--- src/drct_pkg.sv ---
`default_nettype none

package drct_pkg;

  // Default table depth
  localparam int unsigned MAX_ENTRIES_DEF = 16;

  // FNV-1a 32-bit constants
  localparam logic [31:0] FNV_BASIS = 32'd2166136261;
  localparam logic [31:0] FNV_PRIME = 32'd16777619;

  // Stream payload widths
  localparam int unsigned IN_DATA_W  = 24;
  localparam int unsigned IN_USER_W  = 3;
  localparam int unsigned OUT_DATA_W = 120;
  localparam int unsigned MASK_W     = 16;

  // Operation codes carried in tuser
  typedef enum logic [2:0] {
    OP_REGISTER    = 3'd0,
    OP_CONTENT     = 3'd1,
    OP_MARK_DIRTY  = 3'd2,
    OP_MARK_ALL    = 3'd3,
    OP_MARK_CLEAN  = 3'd4,
    OP_RESET_STATS = 3'd5
  } op_e;

  // Controller states
  typedef enum logic [2:0] {
    ST_IDLE,
    ST_HASH,
    ST_SCAN,
    ST_FINISH,
    ST_EMIT
  } state_e;

  // Controller to datapath
  typedef struct packed {
    logic in_ready;
    logic hash_step;
    logic scan_run;
    logic finish;
    logic emit;
  } cmd_t;

  // Datapath to controller
  typedef struct packed {
    logic last;
    logic scan_done;
    logic out_free;
  } sts_t;

endpackage

`default_nettype wire

--- src/drct_ctrl.sv ---
`default_nettype none

module drct_ctrl (
  input  wire logic                             clk_i,
  input  wire logic                             rst_ni,
  input  wire logic                             in_valid_i,
  input  wire logic [drct_pkg::IN_USER_W-1:0]   in_op_i,
  input  wire drct_pkg::sts_t                   sts_i,
  output drct_pkg::cmd_t                        cmd_o
);

  drct_pkg::state_e state_q, state_d;

  // State register
  always_ff @(posedge clk_i or negedge rst_ni) begin
    if (!rst_ni) begin
      state_q <= drct_pkg::ST_IDLE;
    end else begin
      state_q <= state_d;
    end
  end

  // Next state and commands
  always_comb begin
    state_d = state_q;
    cmd_o   = '0;
    unique case (state_q)
      drct_pkg::ST_IDLE: begin
        cmd_o.in_ready = 1'b1;
        if (in_valid_i) begin
          case (in_op_i) inside
            drct_pkg::OP_CONTENT: state_d = drct_pkg::ST_HASH;
            drct_pkg::OP_REGISTER, drct_pkg::OP_MARK_DIRTY, drct_pkg::OP_MARK_ALL,
            drct_pkg::OP_MARK_CLEAN, drct_pkg::OP_RESET_STATS: state_d = drct_pkg::ST_SCAN;
            default: state_d = drct_pkg::ST_IDLE;
          endcase
        end
      end
      drct_pkg::ST_HASH: begin
        cmd_o.hash_step = 1'b1;
        state_d = sts_i.last ? drct_pkg::ST_SCAN : drct_pkg::ST_IDLE;
      end
      drct_pkg::ST_SCAN: begin
        cmd_o.scan_run = 1'b1;
        if (sts_i.scan_done) begin
          state_d = drct_pkg::ST_FINISH;
        end
      end
      drct_pkg::ST_FINISH: begin
        cmd_o.finish = 1'b1;
        state_d = drct_pkg::ST_EMIT;
      end
      drct_pkg::ST_EMIT: begin
        if (sts_i.out_free) begin
          cmd_o.emit = 1'b1;
          state_d = drct_pkg::ST_IDLE;
        end
      end
      default: state_d = drct_pkg::ST_IDLE;
    endcase
  end

endmodule

`default_nettype wire

--- src/drct_datapath.sv ---
`default_nettype none

module drct_datapath #(
  parameter int unsigned MAX_ENTRIES = drct_pkg::MAX_ENTRIES_DEF
) (
  input  wire logic                             clk_i,
  input  wire logic                             rst_ni,
  input  wire drct_pkg::cmd_t                   cmd_i,
  output drct_pkg::sts_t                        sts_o,
  input  wire logic                             in_valid_i,
  input  wire logic [drct_pkg::IN_DATA_W-1:0]   in_data_i,
  input  wire logic [drct_pkg::IN_USER_W-1:0]   in_op_i,
  input  wire logic                             in_last_i,
  input  wire logic                             out_ready_i,
  output logic                                  out_valid_o,
  output logic [drct_pkg::OUT_DATA_W-1:0]       out_data_o
);

  localparam int unsigned PW = $clog2(MAX_ENTRIES + 1);
  localparam int unsigned IW = (MAX_ENTRIES > 1) ? $clog2(MAX_ENTRIES) : 1;
  localparam int unsigned MW = drct_pkg::MASK_W;

  // Captured request
  logic [2:0]  op_q;
  logic [7:0]  rid_q;
  logic [7:0]  byte_q;
  logic        bvalid_q;
  logic        last_q;

  // Table storage
  logic [7:0]             ids_mem  [MAX_ENTRIES];
  logic [31:0]            hash_mem [MAX_ENTRIES];
  logic [MAX_ENTRIES-1:0] dirty_q;
  logic [PW-1:0]          count_q;

  // Scan state
  logic [PW-1:0] ptr_q;
  logic          cmp_v_q;
  logic [IW-1:0] cmp_idx_q;
  logic [7:0]    id_rd_q;
  logic [31:0]   hash_rd_q;
  logic          found_q;
  logic [IW-1:0] slot_q;
  logic          chg_q;
  logic [MW-1:0] mask_q;
  logic          any_q;
  logic          changed_q;

  // Hash and statistics
  logic [31:0] rh_q;
  logic [31:0] checks_q;
  logic [31:0] updates_q;
  logic [31:0] skips_q;

  // Output register
  logic                              out_valid_q;
  logic [drct_pkg::OUT_DATA_W-1:0]   out_data_q;

  logic          load;
  logic          issue;
  logic          match;
  logic          old_dirty;
  logic          new_dirty;
  logic          hash_diff;
  logic          room;

  assign load      = cmd_i.in_ready & in_valid_i;
  assign issue     = cmd_i.scan_run & (ptr_q < count_q);
  assign match     = cmp_v_q & (id_rd_q == rid_q);
  assign old_dirty = dirty_q[cmp_idx_q];
  assign hash_diff = hash_rd_q != rh_q;
  assign room      = count_q < PW'(MAX_ENTRIES);

  // Post-operation dirty mark of the entry under compare
  always_comb begin
    case (op_q)
      drct_pkg::OP_CONTENT:    new_dirty = match ? (old_dirty | hash_diff) : old_dirty;
      drct_pkg::OP_MARK_DIRTY: new_dirty = match | old_dirty;
      drct_pkg::OP_MARK_ALL:   new_dirty = 1'b1;
      drct_pkg::OP_MARK_CLEAN: new_dirty = match ? 1'b0 : old_dirty;
      default:                 new_dirty = old_dirty;
    endcase
  end

  // Capture request fields on transfer
  always_ff @(posedge clk_i) begin
    if (load) begin
      op_q     <= in_op_i;
      rid_q    <= in_data_i[7:0];
      byte_q   <= in_data_i[15:8];
      bvalid_q <= in_data_i[16];
      last_q   <= in_last_i;
    end
  end

  // Table memories: one write and one registered read per cycle
  always_ff @(posedge clk_i) begin
    if (issue) begin
      id_rd_q   <= ids_mem[ptr_q[IW-1:0]];
      hash_rd_q <= hash_mem[ptr_q[IW-1:0]];
    end
    if (cmd_i.finish && op_q == drct_pkg::OP_REGISTER && !found_q && room) begin
      ids_mem[count_q[IW-1:0]] <= rid_q;
    end
    if (cmd_i.finish && op_q == drct_pkg::OP_REGISTER && !found_q && room) begin
      hash_mem[count_q[IW-1:0]] <= '0;
    end else if (cmd_i.finish && op_q == drct_pkg::OP_CONTENT && found_q && chg_q) begin
      hash_mem[slot_q] <= rh_q;
    end
  end

  // Scan bookkeeping
  always_ff @(posedge clk_i) begin
    cmp_idx_q <= ptr_q[IW-1:0];
    if (load) begin
      found_q <= 1'b0;
      slot_q  <= '0;
      chg_q   <= 1'b0;
    end else if (match) begin
      found_q <= 1'b1;
      slot_q  <= cmp_idx_q;
      chg_q   <= old_dirty | hash_diff;
    end
  end

  // Scan pointer, compare valid, mask accumulation, dirty marks, count
  always_ff @(posedge clk_i or negedge rst_ni) begin
    if (!rst_ni) begin
      ptr_q     <= '0;
      cmp_v_q   <= 1'b0;
      dirty_q   <= '0;
      count_q   <= '0;
      mask_q    <= '0;
      any_q     <= 1'b0;
      changed_q <= 1'b0;
    end else begin
      cmp_v_q <= issue;
      if (load) begin
        ptr_q  <= '0;
        mask_q <= '0;
        any_q  <= 1'b0;
      end else if (issue) begin
        ptr_q <= ptr_q + PW'(1);
      end
      if (cmp_v_q) begin
        dirty_q[cmp_idx_q] <= new_dirty;
        if (new_dirty) begin
          any_q <= 1'b1;
          if (id_rd_q[7:4] == 4'd0) begin
            mask_q <= mask_q | (MW'(1) << id_rd_q[3:0]);
          end
        end
      end
      if (cmd_i.finish) begin
        changed_q <= (op_q == drct_pkg::OP_CONTENT) & (~found_q | chg_q);
        if (op_q == drct_pkg::OP_REGISTER && !found_q && room) begin
          dirty_q[count_q[IW-1:0]] <= 1'b1;
          count_q <= count_q + PW'(1);
          any_q   <= 1'b1;
          if (rid_q[7:4] == 4'd0) begin
            mask_q <= mask_q | (MW'(1) << rid_q[3:0]);
          end
        end
      end
    end
  end

  // Running hash and statistics counters
  always_ff @(posedge clk_i or negedge rst_ni) begin
    if (!rst_ni) begin
      rh_q      <= drct_pkg::FNV_BASIS;
      checks_q  <= '0;
      updates_q <= '0;
      skips_q   <= '0;
    end else begin
      if (cmd_i.hash_step && bvalid_q) begin
        rh_q <= 32'((rh_q ^ {24'd0, byte_q}) * drct_pkg::FNV_PRIME);
      end
      if (cmd_i.finish) begin
        case (op_q)
          drct_pkg::OP_CONTENT: begin
            checks_q <= checks_q + 32'd1;
            rh_q     <= drct_pkg::FNV_BASIS;
            if (!found_q || chg_q) begin
              updates_q <= updates_q + 32'd1;
            end else begin
              skips_q <= skips_q + 32'd1;
            end
          end
          drct_pkg::OP_RESET_STATS: begin
            checks_q  <= '0;
            updates_q <= '0;
            skips_q   <= '0;
          end
          default: ;
        endcase
      end
    end
  end

  // Output register: hold until the receiver takes the transfer
  always_ff @(posedge clk_i or negedge rst_ni) begin
    if (!rst_ni) begin
      out_valid_q <= 1'b0;
    end else if (cmd_i.emit) begin
      out_valid_q <= 1'b1;
    end else if (out_ready_i) begin
      out_valid_q <= 1'b0;
    end
  end

  always_ff @(posedge clk_i) begin
    if (cmd_i.emit) begin
      out_data_q <= {6'd0, skips_q, updates_q, checks_q, any_q, mask_q, changed_q};
    end
  end

  assign out_valid_o     = out_valid_q;
  assign out_data_o      = out_data_q;
  assign sts_o.last      = last_q;
  assign sts_o.scan_done = (ptr_q >= count_q) & ~cmp_v_q;
  assign sts_o.out_free  = ~out_valid_q | out_ready_i;

endmodule

`default_nettype wire

--- src/dirty_region_change_tracker_top.sv ---
// Dirty region change tracker.
// Input stream (s_axis): one operation per transfer. tuser carries the
// operation code, tlast ends a content check, tdata carries the region,
// content byte and byte-valid flag. Codes 6 and 7 are dropped silently.
// Output stream (m_axis): one result per register, mark, mark-all and
// reset-stats operation and per content item with tlast set.
// A content byte without tlast only steps the running hash. Every other
// answering operation, and the item that closes a check, scans the table
// one entry a cycle through its single read port, with the read data
// registered. One operation is in flight at a time; tready rises again
// once the result has been loaded into the output register.
// Reset empties the table, clears the dirty marks and the counters and
// returns the running hash to the FNV offset basis; no clearing pass runs.
// The result sits in an output register; when the receiver stalls, the
// block still takes the next operation, applies it to the table and the
// counters, and holds its result until the waiting one has been taken.
`default_nettype none

module dirty_region_change_tracker_top #(
  parameter int unsigned MAX_ENTRIES = drct_pkg::MAX_ENTRIES_DEF
) (
  input  wire logic                             clk_i,
  input  wire logic                             rst_ni,
  input  wire logic                             s_axis_tvalid_i,
  output logic                                  s_axis_tready_o,
  // [7:0] region, [15:8] data_byte, [16] byte_valid, [23:17] zero
  input  wire logic [drct_pkg::IN_DATA_W-1:0]   s_axis_tdata_i,
  // [2:0] operation
  input  wire logic [drct_pkg::IN_USER_W-1:0]   s_axis_tuser_i,
  input  wire logic                             s_axis_tlast_i,
  output logic                                  m_axis_tvalid_o,
  input  wire logic                             m_axis_tready_i,
  // [0] changed, [16:1] dirty_mask, [17] any_dirty, [49:18] check_count,
  // [81:50] update_count, [113:82] skip_count, [119:114] zero
  output logic [drct_pkg::OUT_DATA_W-1:0]       m_axis_tdata_o
);

  drct_pkg::cmd_t cmd;
  drct_pkg::sts_t sts;

  drct_ctrl u_ctrl (
    .clk_i      (clk_i),
    .rst_ni     (rst_ni),
    .in_valid_i (s_axis_tvalid_i),
    .in_op_i    (s_axis_tuser_i),
    .sts_i      (sts),
    .cmd_o      (cmd)
  );

  drct_datapath #(
    .MAX_ENTRIES (MAX_ENTRIES)
  ) u_datapath (
    .clk_i       (clk_i),
    .rst_ni      (rst_ni),
    .cmd_i       (cmd),
    .sts_o       (sts),
    .in_valid_i  (s_axis_tvalid_i),
    .in_data_i   (s_axis_tdata_i),
    .in_op_i     (s_axis_tuser_i),
    .in_last_i   (s_axis_tlast_i),
    .out_ready_i (m_axis_tready_i),
    .out_valid_o (m_axis_tvalid_o),
    .out_data_o  (m_axis_tdata_o)
  );

  assign s_axis_tready_o = cmd.in_ready;

endmodule

`default_nettype wire

--- config.mk ---
export PLATFORM = sky130hd
export DESIGN_NAME = dirty_region_change_tracker_top
export DESIGN_NICKNAME = d
export VERILOG_FILES = /design/src/drct_pkg.sv /design/src/drct_ctrl.sv /design/src/drct_datapath.sv /design/src/dirty_region_change_tracker_top.sv
export SDC_FILE = /design/constraint.sdc
export NUM_CORES = 2
export LEC_CHECK = 0
export ABC_CLOCK_PERIOD_IN_PS = 9200
export BUFFER_PORTS_ARGS = -buffer_cell sky130_fd_sc_hd__buf_2
export CAP_MARGIN = 20
export CORE_MARGIN = 8
export CORE_UTILIZATION = 30
export DETAILED_ROUTE_END_ITERATION = 8
export PLACE_DENSITY = 0.45
export SLEW_MARGIN = 20
export SYNTH_ARGS = -nofsm -noshare
export SYNTH_HDL_FRONTEND = slang
export SYNTH_SLANG_ARGS = --single-unit
--- constraint.sdc ---
create_clock -name clk_i -period 9.2 [get_ports clk_i]
set_input_delay 1.84 -clock clk_i [delete_from_list [all_inputs] [get_ports clk_i]]
set_output_delay 1.84 -clock clk_i [all_outputs]
set_load 0.01 [all_outputs]
======== Word-level counts from Yosys, hierarchy flattened ========
Memories as Yosys holds them, arrays and structs flattened. A register that Yosys moved wholly into a read port is not among the register bits.
Cells that the tools add are included.
word-level totals
  bits in registers ....................... 322
  memory bits (writable) .................. 640
  input bits .............................. 32
  output and inout port bits .............. 122
  logic and storage cells ................. 163
  memories ................................ 2
operators by class
  $add $sub $neg .......................... 5
  multipliers ............................. 1
  order comparisons ....................... 7
  equality and inequality tests ........... 21
  shift-type cells ........................ 2
  muxes and demuxes ....................... 58
  bitwise gates (word level) .............. 16
  reductions and logical operators ........ 28
memories
  name                 words  bits a word  read ports  clocked after Yosys merged registers in  wr ports  RTL line             source
  u_datapath.hash_mem  16     32           1           1                                        1         drct_datapath.sv:32  logic [31:0] hash_mem [MAX_ENTRIES];
  u_datapath.ids_mem   16     8            1           1                                        1         drct_datapath.sv:31  logic [7:0] ids_mem [MAX_ENTRIES];
operator list
  operator                                                                       count
  32-bit two-way mux                                                             6
  32-bit case mux with 2 select lines                                            3
  16-bit two-way mux                                                             10
  32-bit by 1-bit adder with 32-bit output (second input constant)               3
  16-bit OR                                                                      3
  32-bit by 25-bit multiplier with 32-bit output (second input constant)         1
  32-bit != test                                                                 1
  32-bit OR reduction                                                            1
  1-bit by 4-bit left shift with 16-bit output (first input constant)            2
  32-bit by 8-bit bitwise XOR with 32-bit output                                 1
  1-bit two-way mux                                                              24
  3-bit by 2-bit == test with 1-bit output (second input constant)               6
  16-bit bitwise mux                                                             1
  3-bit == test (second input constant)                                          5
  3-bit case mux with 5 select lines                                             1
  1-bit logical AND                                                              11
  5-bit by 1-bit adder with 5-bit output (second input constant)                 2
  4-bit by 5-bit less-than comparator with 1-bit output (second input constant)  2
  5-bit two-way mux                                                              2
  2-bit != test (second input constant)                                          5
  3-bit by 1-bit == test with 1-bit output (second input constant)               3
  3-bit logical NOT                                                              3
  3-bit two-way mux                                                              3
  3-bit AND reduction                                                            3
  other kinds (19)                                                               36

======== Longest topological paths before layout ========
  depth in word-level cells ............... 10
  gate-level depth with buffers ........... 22
  depth with buffers taken out ............ 22

======== Hierarchy ========
A second synthesis with hierarchy kept.
second synthesis, totals
  cell total of the unflattened synthesis .. 2,790
  area total of the unflattened synthesis .. 45,030.7 um^2
by module, submodules not included
  module         times used  cells each  area an instance (um^2)  sequential area each (um^2)
  drct_datapath  1           2,766       44,803.0                 29,045.4
  drct_ctrl      1           24          227.7                    75.1

======== Worst setup path before layout ========
No wires, ideal clock.
  path kind ............................... in2reg
  start ................................... input port m_axis_tready_i
  end ..................................... register u_datapath.out_data_q, in the netlist u_datapath.out_data_o[0] (enable)
  setup time .............................. 625 ps
  data arrival time ....................... 7,401 ps
  required time ........................... 8,575 ps
  setup slack ............................. 1,174 ps
  cell stages on the path ................. 2
  path buffers ............................ 0
  cell sequence ........................... inv_1 > a21oi_1
RTL lines
  item                  RTL line                               source
  start, declared       dirty_region_change_tracker_top.sv:32  input wire logic m_axis_tready_i,
  end signal, assigned  drct_datapath.sv:214                   out_data_q <= {6'd0, skips_q, updates_q, checks_q, any_q, mask_q, changed_q};
  end, declared         drct_datapath.sv:57                    logic [drct_pkg::OUT_DATA_W-1:0] out_data_q;

======== Final worst setup path ========
  start ................................... register u_datapath.rh_q[2]
  end ..................................... register u_datapath.rh_q[30]
between the ends
  longest elaborated chain between the ends .. 5
ends and longest elaborated chain
  item                                              RTL line              source
  start, declared                                   drct_datapath.sv:50   logic [31:0] rh_q;
  start signal, assigned                            drct_datapath.sv:171  rh_q <= drct_pkg::FNV_BASIS;
  start signal, assigned                            drct_datapath.sv:177  rh_q <= 32'((rh_q ^ {24'd0, byte_q}) * drct_pkg::FNV_PRIME);
  start signal, assigned                            drct_datapath.sv:183  rh_q <= drct_pkg::FNV_BASIS;
  32-bit by 8-bit bitwise XOR with 32-bit output *  drct_datapath.sv:177
  32-bit by 25-bit multiplier with 32-bit output *  drct_datapath.sv:177
  32-bit two-way mux *                              drct_datapath.sv:176  if (cmd_i.hash_step && bvalid_q) begin
  32-bit two-way mux                                drct_datapath.sv:180  case (op_q)
  32-bit two-way mux *                              drct_datapath.sv:179  if (cmd_i.finish) begin
Mark *: on every way between the ends. The rest lies on a longest branch, timed or not.
A chain may end at the register's enable or synchronous reset.

==> report_table.html <==
<table>
<tr><th>Metric</th><th>Value</th></tr>
<tr><th colspan="2">Run status</th></tr>
<tr><td>Outcome</td><td>finished clean</td></tr>
<tr><th colspan="2">Placement</th></tr>
<tr><td>Routability Congestion</td><td>0.767</td></tr>
<tr><td>Number of I/O port buffers</td><td>between 100 and 150</td></tr>
<tr><td>Dpl hpwl</td><td>66700 um</td></tr>
<tr><th colspan="2">GRT</th></tr>
<tr><td>GR Overflow Total</td><td>0</td></tr>
<tr><td>GR met2 Demand/Resource</td><td>0.232</td></tr>
<tr><td>GR Layer Usage met3</td><td>0.0196</td></tr>
<tr><td>Wire length of the first global-routing pass</td><td>roughly 170000 um</td></tr>
<tr><td>Met1 routing resource usage after global routing</td><td>0.185</td></tr>
<tr><td>Largest net degree at the start of global routing</td><td>127</td></tr>
<tr><td>Number of global-route vias before repair</td><td>25655</td></tr>
<tr><td>Initial antenna violation count</td><td>8</td></tr>
<tr><td>Overall fraction of global-route tracks in use</td><td>0.137</td></tr>
<tr><td>Busiest grt layer</td><td>met2</td></tr>
<tr><th colspan="2">Synthesis</th></tr>
<tr><td>Distinct cell type count of the synthesized netlist</td><td>68</td></tr>
<tr><td>Cells after Synth</td><td>2737</td></tr>
<tr><td>Proportion of synthesized flip-flops having asynchronous set or reset</td><td>0.177</td></tr>
<tr><td>Synth warnings</td><td>0</td></tr>
<tr><td>Top cell type by total area after synthesis</td><td>sky130_fd_sc_hd__edfxtp_1</td></tr>
<tr><td>Cell types occupying the most area after synthesis</td><td>sky130_fd_sc_hd__edfxtp_1 55%, sky130_fd_sc_hd__mux4_2 10%, sky130_fd_sc_hd__dfrtp_1 9.1%</td></tr>
<tr><td>Synth Register Bits</td><td>1002</td></tr>
<tr><td>Top cell types by occurrence after synthesis</td><td>815 x sky130_fd_sc_hd__edfxtp_1, 205 x sky130_fd_sc_hd__mux4_2, 197 x sky130_fd_sc_hd__ha_1</td></tr>
<tr><td>Proportion of netlist area held by the largest area contributor</td><td>0.549</td></tr>
<tr><td>Commonest register cell after synthesis</td><td>sky130_fd_sc_hd__edfxtp_1</td></tr>
<tr><td>Proportion of synthesized chip area in sequential cells</td><td>0.653</td></tr>
<tr><td>Number of enable flip-flop cells after synthesis</td><td>815</td></tr>
<tr><td>Summed instance area of the synthesized netlist</td><td>between 0.04 and 0.05 sq mm</td></tr>
<tr><td>Leading cell type by number of instances after synthesis</td><td>sky130_fd_sc_hd__edfxtp_1</td></tr>
<tr><td>Average cell area after synthesis</td><td>16.3 sq um</td></tr>
<tr><th colspan="2">Critical path</th></tr>
<tr><td>Worst Setup End Kind</td><td>flip-flop</td></tr>
<tr><td>Data required time at the worst endpoint</td><td>approximately 10 ns</td></tr>
<tr><td>Largest driver fanout on the critical path</td><td>6</td></tr>
<tr><td>Worst endpoint data arrival time</td><td>7.45 ns</td></tr>
<tr><td>CP Class</td><td>flip-flop to flip-flop</td></tr>
<tr><td>Startpoint class of the critical path</td><td>flip-flop</td></tr>
<tr><th colspan="2">Die</th></tr>
<tr><td>IO Count</td><td>154</td></tr>
<tr><td>Die width</td><td>approximately 400 um</td></tr>
<tr><td>Number of core rows</td><td>~140</td></tr>
<tr><td>Std-Cell Core Area</td><td>0.148 sq mm</td></tr>
<tr><td>Height of the die</td><td>402 um</td></tr>
<tr><td>Initial core utilization</td><td>0.302</td></tr>
<tr><td>DIE AREA</td><td>0.161 sq mm</td></tr>
<tr><th colspan="2">STA</th></tr>
<tr><td>Fin crit period</td><td>between 6 and 7 ns</td></tr>
<tr><td>Fmax</td><td>~0.15 GHz</td></tr>
<tr><td>Final setup violation count</td><td>0</td></tr>
<tr><td>Transition time at the pin with the least slew margin</td><td>1.12 ns</td></tr>
<tr><td>Number of max-slew violations in the final report</td><td>0</td></tr>
<tr><td>Final cycle utilization of the critical path</td><td>0.742</td></tr>
<tr><td>Relative max-transition margin</td><td>0.254</td></tr>
<tr><td>Unrepaired setup endpoints after global routing</td><td>no</td></tr>
<tr><td>Final-report hold violation count</td><td>0</td></tr>
<tr><td>Final-layout setup total negative slack</td><td>0 ns</td></tr>
<tr><td>Clock tree skew after final layout</td><td>0.0528 ns</td></tr>
<tr><th colspan="2">Drt</th></tr>
<tr><td>Avg Vias per Cell</td><td>4.83</td></tr>
<tr><td>Number of antenna-violating nets in the routed design</td><td>0</td></tr>
<tr><td>Via total after detailed routing</td><td>23938</td></tr>
<tr><td>First drt pass iteration count</td><td>5</td></tr>
<tr><td>Number of design-rule violations left by the first detailed-router iteration</td><td>1339</td></tr>
<tr><td>Routed length per instance</td><td>about 23 um</td></tr>
<tr><td>DRC</td><td>0</td></tr>
<tr><td>Final Routed Wirelength</td><td>112000 um</td></tr>
<tr><th colspan="2">Clock network</th></tr>
<tr><td># clock sinks</td><td>1002</td></tr>
<tr><td>Reg clk slew, reported paths</td><td>0.06 ns</td></tr>
<tr><td># resized after CTS</td><td>0</td></tr>
<tr><td>Number of buffers added by the clock tree synthesis step</td><td>106</td></tr>
<tr><td>Level count of the clock H-tree</td><td>3</td></tr>
<tr><td>Post-CTS Setup Bufs</td><td>0</td></tr>
<tr><td>Hold buffers post-CTS</td><td>0</td></tr>
<tr><td>Clock tree from TritonCTS</td><td>done</td></tr>
<tr><td>Maximum root-to-sink buffer count</td><td>3</td></tr>
<tr><td>Clock root cell</td><td>sky130_fd_sc_hd__clkbuf_16</td></tr>
<tr><td>Clock insertion delay at the later pin of the skew report</td><td>just over 0.7 ns</td></tr>
<tr><th colspan="2">Min path</th></tr>
<tr><td>Hold crit path type</td><td>flip-flop to flip-flop</td></tr>
<tr><th colspan="2">Cells and area</th></tr>
<tr><td>Number of nets in the finished design</td><td>3232</td></tr>
<tr><td>Ratio of cells with drive above 1 in the final layout</td><td>0.200</td></tr>
<tr><td>Area growth syn-to-layout</td><td>14.9%</td></tr>
<tr><th colspan="2">Job</th></tr>
<tr><td>Max-cap viol count</td><td>0</td></tr>
</table>
[placed cells by master (no fill, tap or decap), types with 22 or more instances in the layout]
cell type                   instances
sky130_fd_sc_hd__a211oi_1          29
sky130_fd_sc_hd__a21oi_1           83
sky130_fd_sc_hd__and2_1            36
sky130_fd_sc_hd__and3_1            22
sky130_fd_sc_hd__buf_2            139
sky130_fd_sc_hd__buf_4             40
sky130_fd_sc_hd__clkbuf_1          23
sky130_fd_sc_hd__clkbuf_16        106
sky130_fd_sc_hd__clkinv_2          27
sky130_fd_sc_hd__dfrtp_1          159
sky130_fd_sc_hd__edfxtp_1         815
sky130_fd_sc_hd__fa_1              74
sky130_fd_sc_hd__ha_1             197
sky130_fd_sc_hd__inv_1            186
sky130_fd_sc_hd__mux4_2           205
sky130_fd_sc_hd__nand2_1          123
sky130_fd_sc_hd__nand3_1           43
sky130_fd_sc_hd__nand4_1           25
sky130_fd_sc_hd__nor2_1           151
sky130_fd_sc_hd__o21ai_0           57
sky130_fd_sc_hd__or3_1             22
sky130_fd_sc_hd__xnor2_1           60
sky130_fd_sc_hd__xor2_1           108
[area by class of cell]
class,count,area [sq um]
fill,13912,96400
multi-input combinational,1449,14500
timing repair buffer,184,1100
sequential,1002,29100
tap,1930,2410
clock inverter,68,591
antenna,4,10.0
clock buffer,131,2770
inverter,186,698
[flip-flops by register name, summed over array words and instances, names as in the netlist, 3 cells and up]
| name | count |
|---|---|
| u_datapath.ids_mem | 128 |
| u_datapath.hash_mem | 512 |
| u_datapath.checks_q | 32 |
| u_datapath.id_rd_q | 8 |
| u_datapath.byte_q | 8 |
| u_datapath.out_data_o | 114 |
| u_datapath.rh_q | 32 |
| u_datapath.rid_q | 8 |
| u_datapath.mask_q | 16 |
| u_datapath.op_q | 3 |
| u_datapath.dirty_q | 16 |
| u_datapath.cmp_idx_q | 4 |
| u_datapath.ptr_q | 5 |
| u_datapath.hash_rd_q | 32 |
| u_datapath.slot_q | 4 |
| u_ctrl.state_q | 3 |
| u_datapath.skips_q | 32 |
| u_datapath.updates_q | 32 |
| u_datapath.count_q | 5 |
[metal layers]
| layer | up-vias | routed length, um |
|---|---|---|
| met3 | 167 | 4140 |
| met5 | - | 0 |
| li1 | 10685 | - |
| met1 | 12613 | 50700 |
| met4 | 0 | 2400 |
| met2 | 473 | 54800 |
[metrics by stage]
| step | hold WS, ns | cell area [sq um] | util | std cells | worst slack (ns) |
|---|---|---|---|---|---|
| 6_report | 0.455 | 51300 | 0.347 | 4954 | 2.37 |
| 5_1_grt | 0.475 | 51300 | 0.347 | 4954 | 1.98 |
| 4_1_cts | 0.454 | 51200 | 0.347 | 4948 | 2.31 |
| 3_5_place_dp | 0.440 | 47800 | 0.324 | 4749 | 2.35 |
| 3_3_place_gp | 0.439 | 47800 | 0.324 | 4749 | 2.36 |
| 2_1_floorplan | 0.372 | 44600 | - | 2742 | 1.17 |
[final timing paths]
kind	slack [ns]	from	depth (start not counted)	to
max reg2reg	2.37	u_datapath.rh_q[2]	20	u_datapath.rh_q[30]
max in group asynchronous	6.87	rst_ni	2	u_datapath.ptr_q[0]
min	0.45	u_datapath.any_q	0	u_datapath.out_data_o[17]
min reg2reg	0.45	u_datapath.any_q	0	u_datapath.out_data_o[17]
min in group asynchronous	1.09	rst_ni	1	u_datapath.rh_q[9]
max	2.37	u_datapath.rh_q[2]	20	u_datapath.rh_q[30]
[kinds of logic after synthesis]
family / count (synthesis) / share of synthesized area
flops: 1002 / 0.653
simple gates: 535 / 0.0579
mux: 224 / 0.108
fa+ha+maj: 272 / 0.0887
xor+xnor: 168 / 0.0330
compound gates: 244 / 0.0339
buf+inv: 291 / 0.0256
other cells: 1 / 0.0000841
[critical path, stage by stage (launching register included)]
cell and delay (ns):
sky130_fd_sc_hd__dfstp_2 0.65, sky130_fd_sc_hd__xor2_1 0.43, sky130_fd_sc_hd__xor2_1 0.20, sky130_fd_sc_hd__ha_1 0.30, sky130_fd_sc_hd__fa_1 0.45, sky130_fd_sc_hd__ha_1 0.22
sky130_fd_sc_hd__fa_1 0.49, sky130_fd_sc_hd__ha_1 0.30, sky130_fd_sc_hd__inv_1 0.05, sky130_fd_sc_hd__fa_1 0.53, sky130_fd_sc_hd__inv_1 0.04, sky130_fd_sc_hd__ha_1 0.36
sky130_fd_sc_hd__a21oi_1 0.22, sky130_fd_sc_hd__o221ai_1 0.14, sky130_fd_sc_hd__a21oi_1 0.22, sky130_fd_sc_hd__o21ai_1 0.21, sky130_fd_sc_hd__a22o_1 0.32, sky130_fd_sc_hd__o311ai_1 0.52
sky130_fd_sc_hd__a31oi_1 0.34, sky130_fd_sc_hd__or4_1 0.57, sky130_fd_sc_hd__a31oi_1 0.15
Power is left out: the tool's default activity adds up to more than one toggle a clock period on the data nets, which glitch-free logic cannot reach.
